## src/hdl/alid_pkg.sv

```systemverilog
`default_nettype none

package alid_pkg;

	// Defaults for the top-level parameters.
	localparam int DEPTH_DEF  = 128;
	localparam int ELEM_W_DEF = 32;

	// Fixed payload widths of the two channels.
	localparam int POS_W = 7;
	localparam int VAL_W = 32;
	localparam int LEN_W = 8;

	typedef enum logic [1:0] {
		CMD_READ   = 2'd0,
		CMD_WRITE  = 2'd1,
		CMD_INSERT = 2'd2,
		CMD_DELETE = 2'd3
	} cmd_t;

	typedef enum logic [1:0] {
		ST_OK     = 2'd0,
		ST_BADPOS = 2'd1,
		ST_FULL   = 2'd2,
		ST_EMPTY  = 2'd3
	} stat_t;

	// Request from the controller to the shift walker.
	typedef struct packed {
		logic start;
		logic up;
	} walk_cmd_t;

	// Walker status back to the controller.
	typedef struct packed {
		logic busy;
		logic last_wr;
	} walk_sts_t;

endpackage

`default_nettype wire

```

## src/hdl/alid_walk.sv

```systemverilog
`default_nettype none

// Moves a run of entries by one place. Each cycle one entry is read and the
// entry read in the cycle before is written to its new place, so the read and
// write addresses never meet. One incrementer/decrementer steps the read
// address and one comparator detects the end of the run.
module alid_walk import alid_pkg::*; #(
	parameter int DEPTH = DEPTH_DEF,
	localparam int AW = $clog2(DEPTH)
) (
	input  wire logic          clk,
	input  wire logic          arst_n,
	input  wire walk_cmd_t     cmd,
	input  wire logic [AW-1:0] rd_start,
	input  wire logic [AW-1:0] wr_start,
	input  wire logic [AW-1:0] stop,
	output logic      [AW-1:0] raddr,
	output logic               we,
	output logic      [AW-1:0] waddr,
	output walk_sts_t          sts
);

	logic          active_q;
	logic          vld_s1;
	logic          up_q;
	logic [AW-1:0] rd_q;
	logic [AW-1:0] tgt_q;
	logic [AW-1:0] tgt_s1;
	logic [AW-1:0] stop_q;
	logic [AW-1:0] rd_nxt;

	assign rd_nxt = rd_q + (up_q ? AW'(1) : {AW{1'b1}});

	always_ff @(posedge clk or negedge arst_n) begin
		if (!arst_n) begin
			active_q <= 1'b0;
			vld_s1   <= 1'b0;
		end else begin
			vld_s1 <= active_q;
			if (cmd.start) begin
				active_q <= 1'b1;
			end else if (active_q && rd_q == stop_q) begin
				active_q <= 1'b0;
			end
		end
	end

	always_ff @(posedge clk) begin
		tgt_s1 <= tgt_q;
		if (cmd.start) begin
			rd_q   <= rd_start;
			tgt_q  <= wr_start;
			stop_q <= stop;
			up_q   <= cmd.up;
		end else if (active_q) begin
			// The entry just read lands where the previous read came from.
			rd_q  <= rd_nxt;
			tgt_q <= rd_q;
		end
	end

	assign raddr       = rd_q;
	assign we          = vld_s1;
	assign waddr       = tgt_s1;
	assign sts.busy    = active_q | vld_s1;
	assign sts.last_wr = vld_s1 & ~active_q;

endmodule

`default_nettype wire

```

## config.mk

```make
export PLATFORM = sky130hd
export DESIGN_NAME = alid_walk
export DESIGN_NICKNAME = d
export VERILOG_FILES = /design/src/hdl/alid_pkg.sv /design/src/hdl/alid_walk.sv
export SDC_FILE = /design/constraint.sdc
export NUM_CORES = 1
export LEC_CHECK = 0
export BUFFER_PORTS_ARGS = -buffer_cell sky130_fd_sc_hd__buf_2
export CORE_ASPECT_RATIO = 1.4
export CORE_MARGIN = 4
export CORE_UTILIZATION = 44
export CTS_CLUSTER_DIAMETER = 60
export DETAILED_ROUTE_END_ITERATION = 6
export PLACE_DENSITY = 0.73
export SETUP_SLACK_MARGIN = 0.02
export SLEW_MARGIN = 20
export SYNTH_ARGS = -nofsm -noshare
export SYNTH_HDL_FRONTEND = slang
export SYNTH_SLANG_ARGS = --single-unit
export TNS_END_PERCENT = 100
```

## constraint.sdc

```tcl
create_clock -name clk -period 2 [get_ports clk]
set_clock_uncertainty 0.1 [all_clocks]
set_input_delay 0.4 -clock clk [delete_from_list [all_inputs] [get_ports clk]]
set_output_delay 0.4 -clock clk [all_outputs]
set_load 0.01 [all_outputs]
```

* Word level (Yosys, flattened, before mapping)
Cells that the tools add are included.
Storage, ports and cells: logic and storage cells 22, input port bits 25, output and inout bits 17, bits in registers 31
Cells by class: add/sub/neg operators 1, eq/ne operators 1, bitwise gates (word level) 3, reductions and logical operators 3, mux-type cells 7
Operators by type and width (count):
- 7-bit two-way mux | 5
- 7-bit adder | 1
- 7-bit == test | 1
- 2-bit nonzero test | 2
- 1-bit two-way mux | 2
- 1-bit bitwise AND | 1
- 1-bit logical AND | 1
- 1-bit NOT | 1
- 1-bit bitwise OR | 1

* Longest topological paths before layout
depth after elaboration 4, mapped depth 6, depth with buffers taken out 6

* Worst setup path before layout
No wires, ideal clock.
path type register -> register, from register rd_q[0], in the netlist raddr[0], to register rd_q[6], in the netlist raddr[6], data pin, stages on the path, launching flop included 6, period minus slack after synthesis 2143 ps, arrival time 1862 ps, setup slack -143 ps, cell sequence edfxtp_1 -> fa_1 -> a21o_1 -> o21a_1 -> or4_1 -> o311ai_1
On the way: longest elaborated chain between the ends 3
Ends and longest elaborated chain:
- start: declaration | line alid_walk.sv:26 | logic [AW-1:0] rd_q;
- start signal: assignment | line alid_walk.sv:51 | rd_q <= rd_start;
- start signal: assignment | line alid_walk.sv:57 | rd_q <= rd_nxt;
- 7-bit adder | line alid_walk.sv:32 | assign rd_nxt = rd_q + (up_q ? AW'(1) : {AW{1'b1}});
- 7-bit two-way mux | line alid_walk.sv:55 | end else if (active_q) begin
- 7-bit two-way mux | line alid_walk.sv:50 | if (cmd.start) begin
Every way passes these cells. The select of a mux whose other input is x is not followed. A chain may end at the register's enable or synchronous reset.

* Worst setup path in the final report
Ends and elaborated chain as after synthesis.

==> metrics.txt <==
most frequent cells in the layout=buf_2 (41), edfxtp_1 (22), buf_4 (14); nets=186; area growth from synthesis to layout=37.85%; Util after Layout=0.6365; routed wl met2=1736 um; post-route ant nets=0; post-synth top area share=0.4972; Fill cells=between 200 and 250; H-tree levels=2; worst-case vdd ir drop=between 0.0008 and 0.0009 V; Detailed Routing Iterations Pass 1=4; Clock Path Buffers=2; Post-DP HPWL=2154 um; WHS Endpoint=stop_q[3]; power density over cell area=1193 nW/um^2; Worst-Skew Late Latency=270 ps; WP data arrival=~2000 ps; reg-to-reg endpoint=raddr[6]; Mapped Area=1329 um^2; multiplexer share of the synthesized area=0.06780; Total Power=2.186 mW; RSZ-0062 raised after global routing=yes; Synth Net Count=approximately 120; Slew headroom=0.6589; worst slew pin tran=511.7 ps; HP Class=input port to flip-flop; outcome=finished with violations; Worst path slowest cell=or4_4; Final Hold Fails=0; PortBufs=41; number of flops mapped to enable cells by yosys=22; Simple-Gate Fraction of Synth Area=0.05556; worst path required time=about 2000 ps; Die Width=54.45 um; ANT cells=0; Final Instance Area=1832 um^2; Lkg Pwr=between 0.8 and 0.9 nW; final setup fails=1; grt ovf=0; pin count of the biggest net entering global routing=28; area of the multi-input gates=508.0 um^2; kind of critical path=flip-flop to flip-flop; share of layout cells above drive strength 1=0.5256; main combinational cell family by area after synthesis=compound AO/OA/AOI/OAI gates; vias in the first global route=975; met3 wire length=124 um; failing checks=setup timing; leading area contributor after synthesis=edfxtp_1; CP cell instances=fa_2 > a21o_1 > o21a_1 > or4_4 > o311ai_2; Core ar.=2878 um^2; die footprint=just under 4000 um^2; highest clock rate=around 0.49 GHz; Yosys warnings=0; total number of placement rows=23; setup_tns=-54.34 ps; Post-route DRC=0; CTS tree=done; Die Ht=73.02 um; synthesized flop and latch total=31; mean routed wirelength per cell=15.01 um; Reg2Reg Launch Point=raddr[0]; antenna violations before repair=0; dpl cell area=roughly 1700 um^2; sequential fraction of the synthesis area=0.6403; total track usage=0.1586; GPL Wtd Cong=approximately 0.74; CTS Root Cell=clkbuf_8; max-cap violations=0; Post-Route M1 WL=997 um; Synth Area in Adders=0.06215; Netlist cell types=27; Reg2Reg Depth=5; Gate Count Post-Synth=slightly above 90; Tcrit/Tclk final=1.027; Clock Sinks=31; detailed-route via count=just over 900; worst-path maximum fanout=2; clk slew on worst S/H paths=60 ps; Reg2Reg Setup Slack=-50 ps; final worst setup slack=-54.34 ps; CP max stage delay=430 ps; Area contributors post-synth=edfxtp_1 (50%), dfxtp_1 (11%), mux2_2 (6.8%); Num CTS Buffers=5; Routed WL=between 2000 and 3000 um; uppermost layer routed=met4; Synth Area per Inst=between 10 and 15 um^2; Starting Density=0.4617; final hold slack=197.6 ps; top_reg_cell synth=edfxtp_1; Synth Area in Compound Gates=0.08569; Hold Path Depth=1; max-slew violations=0; Setup crit end kind=flip-flop; ys async rst share=0.06452; Via density=4.845; Iteration-0 DRC Markers=11; HP Start=stop[3]; I/O Pins=42; Synth Area in XOR/XNOR=0.07910; minimum clock period=2054 ps; nature of the critical path startpoint=flip-flop; sequential cell area=850.8 um^2; commonest non-fill, non-tap cell in the layout=buf_2; first-pass GRT wire length=around 4300 um
## per-stage QoR
| stage | worst slack [ps] | cells |
|---|---|---|
| after CTS | -25.17 | 191 |
| after floorplan | -43.42 | 93 |
| after global routing | -93.69 | 193 |
| after detailed placement | -115.4 | 181 |
| after global placement | -12.20 | 181 |
| final | -54.34 | 193 |
## worst max path at each step
stage,start,end,slack [ps],cells after the start
2_1_floorplan,raddr[1],raddr[6],-40,5
3_3_place_gp,up_q,raddr[6],-10,6
3_5_place_dp,up_q,raddr[6],-120,6
4_1_cts,up_q,raddr[6],-30,6
5_1_grt,up_q,raddr[6],-90,6
6_report,raddr[0],raddr[6],-50,5
## cell families (layout without fill, tap and decap cells)
kind of cell / count (synthesis) / in the layout
AO/OA/AOI/OAI: 18 / 18
XOR/XNOR: 12 / 12
buffers and inverters: 3 / 66
AND/OR/NAND/NOR: 15 / 15
flip-flops: 31 / 31
multiplexers: 8 / 8
adder cells (fa/ha/maj): 6 / 6
## synth_stat cells (all sizes together), types with 2 or more instances
cell    number
dfxtp        7
nand2        7
a21oi        4
edfxtp      22
nor4         2
xor2         9
ha           5
o21ai        6
xnor2        3
dfrtp        2
a21o         2
or2          2
mux2         8
## layer usage
layer	up-vias	global-route usage
met5	-	0
met3	4	0.05112
met1	442	0.1511
li1	469	-
met4	0	0.07479
met2	20	0.2903
## state kept, by name (all words and copies together) (netlist names)
name / cells
active_q: 1
up_q: 1
tgt_q: 7
waddr: 7
raddr: 7
we: 1
stop_q: 7
## final cells by class
type / instances / share of cell area
Sequential cell: 31 / 0.4645
Tap cell: 37 / 0.02527
Clock buffer: 7 / 0.04713
Multi-Input combinational cell: 59 / 0.2773
Clock inverter: 1 / 0.002732
Timing Repair Buffer: 57 / 0.1810
Inverter: 1 / 0.002049
## worst max-delay path: cells and delay by family, from the launching register on
kind	cells	cell delay, ps
AO/OA/AOI/OAI	3	500
flip-flops	1	420
AND/OR/NAND/NOR	1	430
adder cells (fa/ha/maj)	1	410
## power by group
part	internal [mW]	total (mW)	switching (mW)
clock network	0.277	0.493	0.216
registers	0.853	0.936	0.0829
logic	0.394	0.758	0.364
total	1.52	2.19	0.663
## repair_timing
action / 4_1_cts / 5_1_grt
hold buffers: 1 / 0
buffers inserted: 1 / 2
gates cloned: 0 / 0
pin swaps: 1 / 4
hold endpoints to repair: 2 / 0
endpoints found under the setup margin: 2 / 3
resized for setup: 2 / 9
Power figures use the tool's default switching activity.
